`config.mk`:
```
export PLATFORM = sky130hd
export DESIGN_NAME = console_command_line_parser_unit
export DESIGN_NICKNAME = d
export VERILOG_FILES = /design/src/rtl/ccl_pkg.sv /design/src/rtl/console_command_line_parser_unit.sv /design/src/rtl/ccl_field.sv /design/src/rtl/ccl_match.sv
export SDC_FILE = /design/constraint.sdc
export NUM_CORES = 1
export LEC_CHECK = 0
export ABC_AREA = 1
export BUFFER_PORTS_ARGS = -buffer_cell sky130_fd_sc_hd__buf_4
export CAP_MARGIN = 20
export CORE_ASPECT_RATIO = 1.2
export CORE_MARGIN = 1.5
export CORE_UTILIZATION = 40
export CTS_CLUSTER_DIAMETER = 30
export DETAILED_ROUTE_END_ITERATION = 7
export SETUP_SLACK_MARGIN = 0.1
export SLEW_MARGIN = 20
export SYNTH_ARGS = -nofsm -noshare
export SYNTH_HDL_FRONTEND = slang
export SYNTH_SLANG_ARGS = --single-unit
```
`constraint.sdc`:
```
create_clock -name clock -period 4.1 [get_ports clock]
set_input_delay 0.615 -clock clock [delete_from_list [all_inputs] [get_ports clock]]
set_output_delay 0.615 -clock clock [all_outputs]
set_load 0.03 [all_outputs]
```
`src/rtl/ccl_pkg.sv`:
```
// Shared constants and types of the console command line parser.
`default_nettype none
package ccl_pkg;

   // Default number of command word characters kept.
   localparam int WORD_MAX_DEFAULT = 8;

   // Control characters and character ranges.
   localparam logic [7:0] CHAR_CR       = 8'h0D;
   localparam logic [7:0] CHAR_LF       = 8'h0A;
   localparam logic [7:0] CHAR_SPACE    = 8'h20;
   localparam logic [7:0] CHAR_ZERO     = 8'h30;
   localparam logic [7:0] CHAR_NINE     = 8'h39;
   localparam logic [7:0] CHAR_HEX_MARK = 8'h78;
   localparam logic [7:0] CHAR_LOWER_A  = 8'h61;
   localparam logic [7:0] CHAR_LOWER_F  = 8'h66;
   localparam logic [7:0] CHAR_HEX_BASE = 8'h57;

   // Largest space count; the counter saturates there.
   localparam logic [7:0] SPACE_COUNT_MAX = 8'hFF;

   // Field numbers that carry a value.
   localparam logic [7:0] FIELD_ONE = 8'd1;
   localparam logic [7:0] FIELD_TWO = 8'd2;

   typedef logic [2:0] cmd_code_type;

   localparam cmd_code_type CMD_FW      = 3'd0;
   localparam cmd_code_type CMD_SOC     = 3'd1;
   localparam cmd_code_type CMD_PHSOC   = 3'd2;
   localparam cmd_code_type CMD_USB     = 3'd3;
   localparam cmd_code_type CMD_WR      = 3'd4;
   localparam cmd_code_type CMD_RD      = 3'd5;
   localparam cmd_code_type CMD_UNKNOWN = 3'd6;

   // Known command words, padded with zeros to the longest one.
   localparam int KNOWN_WORDS = 6;
   localparam int KNOWN_MAX   = 7;

   typedef logic [7:0] word_text_type [KNOWN_MAX];

   localparam word_text_type KNOWN_TEXT [KNOWN_WORDS] = '{
      '{8'h70, 8'h62, 8'h66, 8'h77, 8'h00, 8'h00, 8'h00},   // pbfw
      '{8'h70, 8'h62, 8'h73, 8'h6F, 8'h63, 8'h00, 8'h00},   // pbsoc
      '{8'h70, 8'h62, 8'h70, 8'h68, 8'h73, 8'h6F, 8'h63},   // pbphsoc
      '{8'h70, 8'h62, 8'h75, 8'h73, 8'h62, 8'h00, 8'h00},   // pbusb
      '{8'h70, 8'h62, 8'h77, 8'h72, 8'h00, 8'h00, 8'h00},   // pbwr
      '{8'h70, 8'h62, 8'h72, 8'h64, 8'h00, 8'h00, 8'h00}    // pbrd
   };

   localparam int KNOWN_LEN [KNOWN_WORDS] = '{4, 5, 7, 5, 4, 4};

   // Control of one argument field accumulator.
   typedef struct packed {
      logic step;    // take the current character into the field
      logic clear;   // end of line: back to zero, decimal mode
   } field_ctl_type;

endpackage : ccl_pkg
`default_nettype wire

```
`src/rtl/console_command_line_parser_unit.sv`:
```
// Top level of the console command line parser: byte register, line state and result register.
//
//   Channel | Direction | Handshake            | Payload
//   --------+-----------+----------------------+----------------------------------------------
//   req     | in        | req_valid, req_ready | req_rx_byte
//   rsp     | out       | rsp_valid, rsp_ready | rsp_command_code, rsp_field_count,
//           |           |                      | rsp_first_value, rsp_second_value
//
// Each accepted byte is held in an input register and processed from there. A byte other
// than a carriage return is processed in the cycle after it is accepted, so the block takes
// one byte per cycle while no carriage return waits. The line state and, for a carriage
// return, rsp_valid are updated when the byte is processed. A carriage return produces one
// transaction on the result channel, held in a single output register.
// Reset is synchronous and active high and clears the line state and both valid flags.
// A carriage return waits in the input register only while the output register still
// holds an untaken transaction; the bytes behind it wait with it, and no other byte stalls.
`default_nettype none
module console_command_line_parser_unit #(
   parameter int WORD_MAX = ccl_pkg::WORD_MAX_DEFAULT
) (
   input  wire logic                  clock,
   input  wire logic                  reset,
   input  wire logic                  req_valid,
   output logic                       req_ready,
   input  wire logic [7:0]            req_rx_byte,
   output logic                       rsp_valid,
   input  wire logic                  rsp_ready,
   output ccl_pkg::cmd_code_type      rsp_command_code,
   output logic [7:0]                 rsp_field_count,
   output logic [15:0]                rsp_first_value,
   output logic [15:0]                rsp_second_value
);
   import ccl_pkg::*;

   // The length counter saturates one above WORD_MAX, which marks a word too long to match.
   localparam int LEN_W = $clog2(WORD_MAX + 2);
   localparam int IDX_W = $clog2(WORD_MAX);

   // Input register.
   logic       in_valid_ff, in_valid_in;
   logic [7:0] in_byte_ff;

   // Line state.
   logic [7:0]       word_chars_ff [WORD_MAX];
   logic [LEN_W-1:0] word_length_ff, word_length_in;
   logic [7:0]       space_count_ff, space_count_in;
   logic             line_begun_ff, line_begun_in;

   // Result register.
   logic         rsp_valid_ff, rsp_valid_in;
   cmd_code_type rsp_code_ff;
   logic [7:0]   rsp_count_ff;
   logic [15:0]  rsp_first_ff;
   logic [15:0]  rsp_second_ff;

   logic          out_free;
   logic          is_cr;
   logic          proc_fire;
   logic          take_byte;
   logic          word_write;
   field_ctl_type ctl_one;
   field_ctl_type ctl_two;
   logic [15:0]   value_one;
   logic [15:0]   value_two;
   cmd_code_type  match_code;

   // The output register can take a new transaction when it is empty or being emptied.
   assign out_free  = !rsp_valid_ff || rsp_ready;
   assign is_cr     = (in_byte_ff == CHAR_CR);
   assign proc_fire = in_valid_ff && (!is_cr || out_free);
   assign req_ready = !in_valid_ff || proc_fire;

   // A line feed at the start of a line is dropped without touching anything.
   assign take_byte = proc_fire && !is_cr && !(in_byte_ff == CHAR_LF && !line_begun_ff);

   assign word_write = take_byte && in_byte_ff != CHAR_SPACE && space_count_ff == 8'd0
                       && word_length_ff < LEN_W'(WORD_MAX);

   always_comb begin
      ctl_one.clear = proc_fire && is_cr;
      ctl_two.clear = proc_fire && is_cr;
      ctl_one.step  = take_byte && in_byte_ff != CHAR_SPACE && space_count_ff == FIELD_ONE;
      ctl_two.step  = take_byte && in_byte_ff != CHAR_SPACE && space_count_ff == FIELD_TWO;
   end

   // Next line state.
   always_comb begin
      word_length_in = word_length_ff;
      space_count_in = space_count_ff;
      line_begun_in  = line_begun_ff;
      if (proc_fire && is_cr) begin
         word_length_in = '0;
         space_count_in = '0;
         line_begun_in  = 1'b0;
      end else if (take_byte) begin
         line_begun_in = 1'b1;
         if (in_byte_ff == CHAR_SPACE) begin
            if (space_count_ff != SPACE_COUNT_MAX) begin
               space_count_in = space_count_ff + 8'd1;
            end
         end else if (space_count_ff == 8'd0 && word_length_ff <= LEN_W'(WORD_MAX)) begin
            word_length_in = word_length_ff + LEN_W'(1);
         end
      end
   end

   always_comb begin
      in_valid_in = in_valid_ff;
      if (req_valid && req_ready) begin
         in_valid_in = 1'b1;
      end else if (proc_fire) begin
         in_valid_in = 1'b0;
      end
   end

   always_comb begin
      rsp_valid_in = rsp_valid_ff;
      if (proc_fire && is_cr) begin
         rsp_valid_in = 1'b1;
      end else if (rsp_ready) begin
         rsp_valid_in = 1'b0;
      end
   end

   ccl_field u_field_one (
      .clock   (clock),
      .reset   (reset),
      .ctl     (ctl_one),
      .rx_byte (in_byte_ff),
      .value   (value_one)
   );

   ccl_field u_field_two (
      .clock   (clock),
      .reset   (reset),
      .ctl     (ctl_two),
      .rx_byte (in_byte_ff),
      .value   (value_two)
   );

   ccl_match #(
      .WORD_MAX (WORD_MAX),
      .LEN_W    (LEN_W)
   ) u_match (
      .word_chars   (word_chars_ff),
      .word_length  (word_length_ff),
      .command_code (match_code)
   );

   // Control state.
   always_ff @(posedge clock) begin
      if (reset) begin
         in_valid_ff    <= 1'b0;
         rsp_valid_ff   <= 1'b0;
         word_length_ff <= '0;
         space_count_ff <= '0;
         line_begun_ff  <= 1'b0;
      end else begin
         in_valid_ff    <= in_valid_in;
         rsp_valid_ff   <= rsp_valid_in;
         word_length_ff <= word_length_in;
         space_count_ff <= space_count_in;
         line_begun_ff  <= line_begun_in;
      end
   end

   // Payload registers. Word characters are only compared up to the recorded length,
   // so stale characters from an earlier line never reach a result.
   always_ff @(posedge clock) begin
      if (req_valid && req_ready) begin
         in_byte_ff <= req_rx_byte;
      end
      if (word_write) begin
         word_chars_ff[word_length_ff[IDX_W-1:0]] <= in_byte_ff;
      end
      if (proc_fire && is_cr) begin
         rsp_code_ff   <= match_code;
         rsp_count_ff  <= space_count_ff;
         rsp_first_ff  <= value_one;
         rsp_second_ff <= value_two;
      end
   end

   assign rsp_valid        = rsp_valid_ff;
   assign rsp_command_code = rsp_code_ff;
   assign rsp_field_count  = rsp_count_ff;
   assign rsp_first_value  = rsp_first_ff;
   assign rsp_second_value = rsp_second_ff;

endmodule : console_command_line_parser_unit
`default_nettype wire

```
`src/rtl/ccl_field.sv`:
```
// Value accumulator of one argument field, decimal or hex.
`default_nettype none
module ccl_field (
   input  wire logic                   clock,
   input  wire logic                   reset,
   input  wire ccl_pkg::field_ctl_type ctl,
   input  wire logic [7:0]             rx_byte,
   output logic [15:0]                 value
);
   import ccl_pkg::*;

   logic [15:0] value_ff, value_in;
   logic        hex_ff, hex_in;
   logic [7:0]  digit_byte;
   logic [7:0]  nibble_byte;
   logic [15:0] times_sixteen;
   logic [15:0] times_ten;

   assign digit_byte    = rx_byte - CHAR_ZERO;
   assign nibble_byte   = rx_byte - CHAR_HEX_BASE;
   assign times_sixteen = {value_ff[11:0], 4'b0000};
   assign times_ten     = {value_ff[12:0], 3'b000} + {value_ff[14:0], 1'b0};

   always_comb begin
      value_in = value_ff;
      hex_in   = hex_ff;
      if (ctl.clear) begin
         value_in = '0;
         hex_in   = 1'b0;
      end else if (ctl.step) begin
         if (rx_byte >= CHAR_ZERO && rx_byte <= CHAR_NINE) begin
            if (hex_ff) begin
               value_in = times_sixteen + {8'h00, digit_byte};
            end else begin
               value_in = times_ten + {8'h00, digit_byte};
            end
         end else if (rx_byte == CHAR_HEX_MARK) begin
            value_in = '0;
            hex_in   = 1'b1;
         end else if (rx_byte >= CHAR_LOWER_A && rx_byte <= CHAR_LOWER_F) begin
            value_in = times_sixteen + {8'h00, nibble_byte};
         end
      end
   end

   always_ff @(posedge clock) begin
      if (reset) begin
         value_ff <= '0;
         hex_ff   <= 1'b0;
      end else begin
         value_ff <= value_in;
         hex_ff   <= hex_in;
      end
   end

   assign value = value_ff;

endmodule : ccl_field
`default_nettype wire

```
`src/rtl/ccl_match.sv`:
```
// Comparison of the stored command word against the known command words.
`default_nettype none
module ccl_match #(
   parameter int WORD_MAX = ccl_pkg::WORD_MAX_DEFAULT,
   parameter int LEN_W    = $clog2(WORD_MAX + 2)
) (
   input  wire logic [7:0]           word_chars [WORD_MAX],
   input  wire logic [LEN_W-1:0]     word_length,
   output ccl_pkg::cmd_code_type     command_code
);
   import ccl_pkg::*;

   logic [KNOWN_WORDS-1:0] hit;

   // Every known word is checked at once; only its own length is compared.
   always_comb begin
      for (int k = 0; k < KNOWN_WORDS; k++) begin
         hit[k] = (word_length == LEN_W'(KNOWN_LEN[k]));
         for (int j = 0; j < KNOWN_MAX; j++) begin
            if (j < KNOWN_LEN[k] && word_chars[j] != KNOWN_TEXT[k][j]) begin
               hit[k] = 1'b0;
            end
         end
      end
   end

   always_comb begin
      command_code = CMD_UNKNOWN;
      if (hit[0]) begin
         command_code = CMD_FW;
      end else if (hit[1]) begin
         command_code = CMD_SOC;
      end else if (hit[2]) begin
         command_code = CMD_PHSOC;
      end else if (hit[3]) begin
         command_code = CMD_USB;
      end else if (hit[4]) begin
         command_code = CMD_WR;
      end else if (hit[5]) begin
         command_code = CMD_RD;
      end
   end

endmodule : ccl_match
`default_nettype wire

```
==> reports/metrics.csv, run 1 <==
metric,value,unit
Seq cells post-synth,156,
worst-path fanout max,11,
Via density,5.07,
final setup fails,0,
R2R Setup Slk,750,ps
drt first pass iters,5,
RSZ-0062 raised after global routing,no,
Root Buffer,clkbuf_16,
"Hold-fix buffers, CTS",0,
Die W,148,um
Slew Limit Fails,0,
relative slew slack,43.3,%
final critical-path required period,3350,ps
Logic pwr share,7.9,%
global route overflow,0,
vias in the first global route,8292,
Nets,1468,
crit-path max cell delay,610,ps
initial core utilization,40.8,%
CTS resizes,0,
"Seq/Total Area, Yosys",41.4,%
Placer Congestion,0.924,
"Avg Cell Area, Syn",7.87,um2
DRC violations left,0,
yosys warns,0,
Post-CTS Setup Repair Bufs,0,
PwrDens,312,nW/um2
run status,"complete, no violations",
Max Fclk,299,MHz
Site Rows,63,
Sink Count,156,
Leak,5.39,nW
Mapped Area,10100,um2
CTS tree,done,
WL per Instance,15.7,um
fin crit share,81.7,%
I/O Buffers,56,
Worst Hold Class,input pin to flip-flop,
Num CTS Buffers,17,
post-synthesis cell type count,37,
GRT Total Usage,20.9,%
Pint,0.00263,W
IO Count,57,
Net Sw Power,0.00101,W
predominant post-synthesis flop cell,edfxtp_1,
Post-synth EDFFs,107,
Worst Tran Pin Value,850,ps
Die H,177,um
Final Cell Area,11600,um2
"FFs w/ async S/R, synth",0,%
worst path required time,4440,ps
CP Cell Sequence,"inv_1, ha_1, inv_1, fa_1, inv_1, ha_1, nand2_1, nand2_1, inv_1, nand2_1, nand2_1, nand3_1, nand2_1, nand3_1, nand2_1, nand2_1, nand2_1, nand2_1, inv_1",
DIE AREA,26300,um2
H-tree levels,4,
first-pass GRT wire length,42700,um
CP Capture Type,flip-flop,
largest net degree at the start of global routing,44,
Vias,8627,
critical path arrival,3690,ps
Synth Instances,1287,
DP HPWL,19900,um
CP Launch Type,flip-flop,
MaxCap Viol Count,0,
synthesis-to-finish area growth,14.9,%
Antenna Nets Post-Route,0,
antenna cell count,0,
CTS Buffer Depth,2,
Slowest cell on crit path,edfxtp_1,
DRT Wirelength,26700,um
Layout Skew,12.5,ps
layout cells sized above 1,10.2,%
DP Area,11000,um2
Most common cell on crit path,nand2_1,
drt first-iter violations,527,
Flop pwr share,47.1,%
Net Sw Frac,27.7,%
maximum vdd drop,272,uV
Core ar.,24800,um2
initial antenna violation count,0,
sum of negative setup slack,0,ps
clock slew at reported path FFs,70,ps
syn nets,1390,
clock latency at the later pin of the worst-skew pair,440,ps
CP Class,flip-flop to flip-flop,
Clock Power Share,44.9,%
"Hold Vio Cnt, Final",0,
[placed cells by master, fill, tap and decap left out, types with 3 or more instances in the layout]
cell | Yosys | routed
dfxtp_1 | 49 | 49
nor2_1 | 112 | 111
nor3_1 | 28 | 28
nand2_1 | 344 | 344
a21oi_2 | 3 | 3
inv_2 | 3 | 3
fa_1 | 16 | 16
clkinv_8 | 0 | 4
inv_8 | 0 | 5
o21ai_1 | 4 | 4
clkinv_4 | 0 | 3
nor2_4 | 4 | 5
a21oi_1 | 89 | 89
buf_4 | 2 | 82
nand3_1 | 103 | 103
edfxtp_1 | 107 | 107
o21ai_0 | 52 | 52
nand4_1 | 26 | 26
nand3b_1 | 8 | 8
nor2_2 | 4 | 4
nand2_2 | 4 | 4
xnor2_1 | 11 | 11
nor4_1 | 7 | 7
clkbuf_16 | 0 | 17
ha_1 | 75 | 75
o211ai_1 | 3 | 3
xor2_1 | 13 | 13
inv_1 | 185 | 185
[routing by layer]
layer  part of all wire, %  track usage [%]  up-vias  wire length, um
met5                     0                0        -                0
li1                      -                -     4399                -
met4                   2.5             7.84        0              674
met2                    50             37.2      190            13400
met3                   3.4             3.11       47              897
met1                    44             25.5     3991            11700
[final timing paths]
path,cells past startpoint,end,from
worst min-delay path,1,in_byte_ff[6],req_rx_byte[6]
worst max register to register,19,u_field_one.value[10],in_byte_ff[5]
worst min register to register,0,rsp_second_value[15],u_field_two.value[15]
worst max-delay path,19,u_field_one.value[10],in_byte_ff[5]
[power by group through the flow]
stage	sequential [W]	clock, W	combinational (W)
6_report	0.00171	0.00163	0.000288
5_1_grt	0.00171	0.00172	0.000323
4_1_cts	0.00171	0.00165	0.000290
3_5_place_dp	0.00175	0	0.000288
3_3_place_gp	0.00175	0	0.000285
2_1_floorplan	0.00175	0	0.000183
[synthesized netlist by cell type (4+ instances only)]
cell        n  share of area [%]
o21ai_1     4               0.20
nor4_1      7               0.43
a21oi_1    89                4.4
buf_2       8               0.40
nand2_1   344                 13
nor3_1     28                1.4
nand2_2     4               0.25
nor2_1    112                4.1
ha_1       75                9.3
nor2_2      4               0.25
nand3b_1    8               0.59
dfxtp_1    49                9.7
fa_1       16                3.2
inv_1     185                6.9
xnor2_1    11               0.95
o21ai_0    52                2.6
buf_6       4               0.44
nor2_4      4               0.44
xor2_1     13                1.1
clkbuf_1    9               0.33
edfxtp_1  107                 32
nand3_1   103                5.1
nand4_1    26                1.6
[cells by family (layout without fill, tap and decap cells)]
kind of cell               after synthesis  after routing  synth area share, %
AOI/OAI and AO/OA                      153            153                 7.78
xor gates and xnor gates                24             24                 2.07
adders and majority gates               91             91                 12.4
buffers and inverters                  211            302                 8.29
DFF                                    156            156                 41.4
and+or+nand+nor                        652            652                 28.0
[through the flow]
stage	std cells	power (W)	hold WS (ps)	worst slack [ps]	utilization [%]
CTS	1703	0.00366	349	744	46.9
finish	1703	0.00363	357	751	46.9
global placement	1671	0.00203	430	757	44.4
detailed placement	1671	0.00204	421	770	44.4
floorplan	1287	0.00193	403	247	-
global route	1703	0.00376	341	442	46.9
[worst max-delay path, delay by kind of cell (launching register included)]
family	cells	cell delay (ps)
buf+inv	5	470
fa+ha+maj	3	1310
simple gates	11	880
flops	1	610
[cell type report]
type,instances,area (um2)
fill,2461,13200
multi-input combinational,920,5110
sequential,156,4190
inverter,188,706
timing repair buffer,82,616
clock buffer,17,425
tap,325,407
clock inverter,15,189
[sequential cells by signal, indices dropped and copies added, names as in the netlist]
| signal | cells |
|---|---|
| u_field_one.value | 16 |
| rsp_first_value | 16 |
| u_field_two.hex_ff | 1 |
| in_valid_ff | 1 |
| rsp_second_value | 16 |
| word_length_ff | 4 |
| space_count_ff | 8 |
| line_begun_ff | 1 |
| rsp_command_code | 3 |
| word_chars_ff | 56 |
| rsp_field_count | 8 |
| rsp_valid | 1 |
| u_field_two.value | 16 |
| u_field_one.hex_ff | 1 |
| in_byte_ff | 8 |
(Power assumes the default switching activity.)
==> inputs of run 2 (changes only) <==
clock period = 2.9 ns   (was 4.1 ns; I/O delays follow)
==> run 2 against run 1 <==
Net effect:
- worst setup slack worse by 670 ps
- highest routed layer unchanged
- non-clock buffer count increased by 65
- clock power rose by 42%
- first-iteration DRC count up 10%
- critical path depth shrank 2
- via count increased by 4.2%
- register-to-register slack lost 670 ps
- sequential cell count is the same
==> reports/metrics.csv, run 2 (synthesis results as in run 1) <==
metric,value,unit,change
run status,"complete, no violations",,
met2 GRT Util,37.8,%,+0.58 points
crit-path max cell delay,480,ps,-130 ps
DP HPWL,20700,um,+3.6%
Sink Count,156,,unchanged
Worst Hold Class,input pin to flip-flop,,
DIE AREA,26300,um2,unchanged
sum of negative setup slack,0,ps,unchanged
clock latency at the later pin of the worst-skew pair,440,ps,about the same
IO Count,57,,unchanged
initial core utilization,40.8,%,unchanged
clock slew at reported path FFs,80,ps,about the same
H-tree levels,4,,unchanged
Core ar.,24800,um2,unchanged
Slowest cell on crit path,edfxtp_1,,
Nets,1533,,+4.4%
Num CTS Buffers,17,,unchanged
I/O Buffers,56,,unchanged
fillers,2436,,-1.0%
number of flip-flops in the largest register,56,,unchanged
CP Capture Type,flip-flop,,
Slew Limit Fails,0,,unchanged
"commonest non-fill, non-tap cell in the layout",nand2_1,,
CP Cell Sequence,"ha_2, or2_4, nand2_4, inv_4, fa_1, inv_1, ha_4, nand2_4, inv_2, nand3_2, nand2_4, nand2_2, nand3_1, nand3_2, nand2_1, nand2_1, a21oi_2",,
R2R Setup Slk,80,ps,-670 ps
Die W,148,um,unchanged
Most common cell on crit path,nand2_4,,
worst-path fanout max,5,,-6
layout cells sized above 1,22.1,%,+12 points
largest net degree at the start of global routing,36,,-18%
Max Fclk,354,MHz,+19%
"Hold-fix buffers, CTS",0,,unchanged
Setup WS post-layout,77.5,ps,-673 ps
Multi-input gate area,5570,um2,+9.1%
Vias,8993,,+4.2%
CP Launch Type,flip-flop,,
final setup fails,0,,unchanged
GR peak layer,met2,,
Seq. cell area,4190,um2,unchanged
RSZ-0062 raised after global routing,yes,,
Worst Tran Pin Value,827,ps,-22.3 ps
drt first-iter violations,580,,+10%
relative slew slack,44.8,%,+1.6 points
MaxCap Viol Count,0,,unchanged
"Largest delay share family, worst path",adder cells,,
maximum vdd drop,393,uV,+44%
Root Buffer,clkbuf_16,,
Placer Congestion,0.887,,-4.0%
vias in the first global route,8281,,-0.13%
GRT Total Usage,21.2,%,+0.35 points
global route overflow,0,,unchanged
CTS tree,done,,
most frequent cells in the layout,"nand2_1 (307), inv_1 (167), buf_4 (140)",,
"Core Util, Final",50.8,%,+4.0 points
Die H,177,um,unchanged
initial antenna violation count,0,,unchanged
FF-to-FF Start,in_byte_ff[4],,
Via density,5.09,,+0.41%
pre-CTS setup slack,-88.6,ps,-858 ps
CTS Buffer Depth,2,,unchanged
drt first pass iters,5,,unchanged
Antenna Nets Post-Route,0,,unchanged
critical path arrival,3190,ps,-500 ps
DRT Wirelength,28100,um,+5.2%
WHS Endpoint,in_byte_ff[7],,
antenna cell count,0,,unchanged
fin crit share,97.3,%,+16 points
met1 GRT Util,26.0,%,+0.57 points
worst path required time,3270,ps,-1170 ps
worst r2r dst,u_field_one.value[15],,
first-pass GRT wire length,43200,um,+1.1%
Hold Startpoint,req_rx_byte[7],,
worst r2r path cells,17,,-2
Site Rows,63,,unchanged
PwrDens,421,nW/um2,+35%
Layout Skew,18.2,ps,+5.69 ps
Leak,5.76,nW,+6.9%
DRC violations left,0,,unchanged
WL per Instance,15.9,um,+1.3%
CP Class,flip-flop to flip-flop,,
WHS Path Cells,1,,unchanged
synthesis-to-finish area growth,24.6,%,
final critical-path required period,2820,ps,-527 ps
Bufs and invs on worst path,3,,-2
"Hold Vio Cnt, Final",0,,unchanged
grt met3 use,2.62,%,-0.49 points
run 2: cell types whose count changed in the layout (fill, tap and decap cells not counted), sizes merged:
cell	previous run	this run
inv	196	197
clkinv	7	4
buf	82	147
clkinvlp	0	2
run 2: cell type report:
class / count / share of cell area, %
well taps: 325 / 3.22
repair buffers: 147 / 8.95
inverters: 188 / 5.68
clock inverters: 15 / 1.45
flip-flops and latches: 156 / 33.2
multi-input cells: 920 / 44.1
clock buffers: 17 / 3.37
run 2: worst max-delay path by stage:
| stage | from | to | cells past startpoint |
|---|---|---|---|
| 6_report | in_byte_ff[4] | u_field_one.value[15] | 17 |
| 5_1_grt | in_byte_ff[4] | u_field_two.value[15] | 16 |
| 4_1_cts | in_byte_ff[4] | u_field_two.value[12] | 18 |
| 3_5_place_dp | in_byte_ff[4] | u_field_one.value[15] | 17 |
| 3_3_place_gp | in_byte_ff[4] | u_field_two.value[12] | 18 |
| 2_1_floorplan | in_byte_ff[4] | u_field_two.value[10] | 15 |
run 2: where the power goes:
group,switching (W),internal (W)
Clock,0.00113,0.00118
Sequential,0.0000165,0.00239
Combinational,0.000350,0.000249
Total,0.00150,0.00382
run 2: per-layer routing:
layer  wire, um  share of wire, %
met1      12100                43
met2      14200                51
met3        976               3.5
met4        875               3.1
met5          0                 0
run 2: what timing repair did:
item | CTS | global route
buffers inserted | 6 | 12
endpoints found under the setup margin | 23 | 82
resized for setup | 26 | 117
pin swaps | 15 | 51
gates cloned | 0 | 0
run 2: per-stage QoR:
step,hold slack [ps],cell area [um2],cells,total power [W]
after floorplan,403,10200,1287,0.00274
final,176,12600,1768,0.00532
after global placement,425,11400,1718,0.00294
after detailed placement,418,11400,1718,0.00294
after CTS,164,12200,1756,0.00527
after global routing,163,12600,1768,0.00550
==> inputs of run 3 (changes only) <==
ABC_AREA = not set   (was 1)
==> run 3 against run 2 <==
Net effect:
- the flow now finishes with violations (setup timing)
- first-iteration DRC count fell by 20%
- sequential power barely moved
- clock power rose by 2%
- non-clock buffer count rose by 51
- global-route usage rose by 0.68 points
- register-to-register slack got worse by 240 ps
- clock-buffer cell count did not move
- sequential cell count did not move
- total power rose by 1.9%
- largest cell class unchanged
==> reports/metrics.csv, run 3 <==
metric,value,unit,change
DP HPWL,18900,um,-8.5%
WHS,184,ps,+7.51 ps
number of flip-flops in the largest register,56,,unchanged
GRT Total Usage,21.9,%,+0.68 points
crit-path max cell delay,500,ps,+20 ps
"commonest non-fill, non-tap cell in the layout",buf_4,,
global route overflow,0,,unchanged
Via density,5.42,,+6.5%
worst r2r path cells,14,,-3
Die W,142,um,-4.2%
IO Count,57,,unchanged
"Avg Cell Area, Syn",10.5,um2,+33%
syn nets,989,,-29%
Vias,7569,,-16%
first-pass GRT wire length,40300,um,-6.6%
run status,finished with violations,,
initial core utilization,41.1,%,+0.28 points
post-synthesis adder-cell area fraction,13.6,%,+1.1 points
mux cell area share after synthesis,0.984,%,+0.98 points
CP Cell Sequence,"buf_6, ha_4, xnor2_4, inv_2, fa_1, inv_2, ha_4, a21oi_4, o211ai_1, a221oi_2, o21ai_1, xor2_1, a211oi_2, nor2_1",,
"top cells by area, synth","edfxtp_1 (35%), dfxtp_1 (11%), ha_1 (10%)",,
post-synth top area share,34.6,%,+2.9 points
predominant post-synthesis flop cell,edfxtp_1,,
failing checks,setup timing,,
Seq cells post-synth,156,,unchanged
initial antenna violation count,0,,unchanged
MaxCap Viol Count,0,,unchanged
relative slew slack,46.8,%,+2.0 points
synth cell count leaders,"edfxtp_1 (107), nor2_1 (77), ha_1 (75), inv_1 (55), a21oi_1 (54)",,
drt first-iter violations,462,,-20%
yosys warns,0,,unchanged
Nets,1177,,-23%
critical path arrival,3390,ps,+200 ps
cell taking the most area after synthesis,edfxtp_1,,
final critical-path required period,3060,ps,+239 ps
clock latency at the later pin of the worst-skew pair,430,ps,about the same
most frequent cells in the layout,"buf_4 (179), edfxtp_1 (107), nor2_1 (74)",,
Site Rows,60,,-4.8%
drt first pass iters,7,,+2
worst-path fanout max,6,,+1
Placer Congestion,0.911,,+2.7%
CP Launch Type,flip-flop,,
worst path required time,3230,ps,-40 ps
Die H,170,um,-4.2%
fin crit share,106,%,+8.2 points
Synth Instances,886,,-31%
Leak,5.05,nW,-12%
main combinational cell family by area after synthesis,compound AO/OA/AOI/OAI gates,,
final setup fails,17,,+17
CTS tree,done,,
FF-to-FF Start,in_byte_ff[4],,
Sink Count,156,,unchanged
Slowest cell on crit path,fa_1,,
antenna cell count,0,,unchanged
clock slew at reported path FFs,70,ps,about the same
crit path from,in_byte_ff[4],,
I/O Buffers,56,,unchanged
"Seq/Total Area, Yosys",45.2,%,+3.8 points
Slew Limit Fails,0,,unchanged
Mapped Area,9280,um2,-8.4%
layout cells sized above 1,32.0,%,+9.9 points
CTS Buffer Depth,2,,unchanged
post-synthesis cell type count,79,,+110%
DRT Wirelength,25700,um,-8.8%
PwrDens,437,nW/um2,+3.6%
Core ar.,22600,um2,-9.0%
Synth Area in Compound Gates,16.6,%,+8.9 points
xor and xnor fraction of the mapped netlist area,5.66,%,+3.6 points
Root Buffer,clkbuf_16,,
worst r2r dst,u_field_two.value[14],,
Layout Skew,8.96,ps,-9.19 ps
maximum vdd drop,438,uV,+11%
Max Fclk,327,MHz,-7.8%
Worst Tran Pin Value,798,ps,-29.8 ps
synthesis-to-finish area growth,33.8,%,
Worst setup endpoint,u_field_two.value[14],,
Setup WS post-layout,-162,ps,-239 ps
fillers,1989,,-18%
"Hold Vio Cnt, Final",0,,unchanged
fraction of the mapped netlist area in simple logic gates,14.5,%,-14 points
vias in the first global route,7466,,-9.8%
H-tree levels,4,,unchanged
Post-synth EDFFs,107,,unchanged
DIE AREA,24100,um2,-8.2%
Worst Hold Class,input pin to flip-flop,,
Tot Pwr,0.00542,W,+1.9%
DRC violations left,0,,unchanged
RSZ-0062 raised after global routing,yes,,
"count leader, synth",edfxtp_1,,
CP Capture Type,flip-flop,,
WL per Instance,18.4,um,+15%
Antenna Nets Post-Route,0,,unchanged
R2R Setup Slk,-160,ps,-240 ps
Num CTS Buffers,17,,unchanged
CP Class,flip-flop to flip-flop,,
largest net degree at the start of global routing,25,,-31%
"FFs w/ async S/R, synth",0,%,unchanged
run 3: layout make-up:
cell class	count	area (um2)	share of cell area, %
Clock buffer	17	425	3.42
Tap cell	310	388	3.12
Sequential cell	156	4190	33.8
Clock inverter	15	185	1.49
Timing Repair Buffer	198	1580	12.7
Inverter	55	214	1.72
Multi-Input combinational cell	646	5440	43.8
run 3: cells by family after synthesis:
kind of cell | Yosys count
DFF | 156
AOI/OAI and AO/OA | 236
xor gates and xnor gates | 60
muxes | 9
and+or+nand+nor | 250
adders and majority gates | 91
buffers and inverters | 84
run 3: critical path: cells and delay by family, from the launching register on:
kind | cells | cell delay [ps]
flip-flops | 1 | 420
buffers and inverters | 3 | 290
XOR/XNOR | 2 | 370
AO/OA/AOI/OAI | 5 | 920
adder cells (fa/ha/maj) | 3 | 910
AND/OR/NAND/NOR | 1 | 60
run 3: how the worst min path moves through the flow:
stage / start / to / slack, ps / depth (start not counted)
finish: req_rx_byte[3] / in_byte_ff[3] / 180 / 1
global route: req_rx_byte[3] / in_byte_ff[3] / 170 / 1
CTS: req_rx_byte[3] / in_byte_ff[3] / 170 / 1
detailed placement: u_field_two.value[15] / rsp_second_value[15] / 420 / 0
global placement: u_field_two.value[15] / rsp_second_value[15] / 440 / 0
floorplan: u_field_one.value[4] / rsp_first_value[4] / 410 / 0
run 3: metrics by stage:
step	worst slack (ps)	utilization, %	std cells	TNS [ps]	instance area [um2]
after floorplan	-357	-	886	-1040	9510
after global routing	-330	55.0	1397	-4320	12400
after detailed placement	-222	49.3	1344	-2730	11100
final	-162	55.0	1397	-1680	12400
after global placement	-192	49.3	1344	-1580	11100
after CTS	-158	53.6	1387	-1250	12100
run 3: repair_timing:
item / CTS / global route
cloned: 0 / 0
gates resized for setup: 59 / 53
pin swaps: 46 / 45
hold buffers: 0 / 0
endpoints found under the setup margin: 85 / 92
buffers inserted: 11 / 11
run 3: power by group:
| group | internal, W | total (W) | switching (W) |
|---|---|---|---|
| Clock | 0.00137 | 0.00235 | 0.000974 |
| Combinational | 0.000302 | 0.000663 | 0.000361 |
| Sequential | 0.00240 | 0.00241 | 0.0000178 |
| Total | 0.00407 | 0.00542 | 0.00135 |
run 3: metal layers:
layer  up-vias  global-route usage [%]  part of all wire, %
met3        52                    3.43                  4.1
met5         -                       0                    0
li1       3673                       -                    -
met1      3641                    27.4                   43
met2       203                    38.1                   50
met4         0                    8.25                  2.9
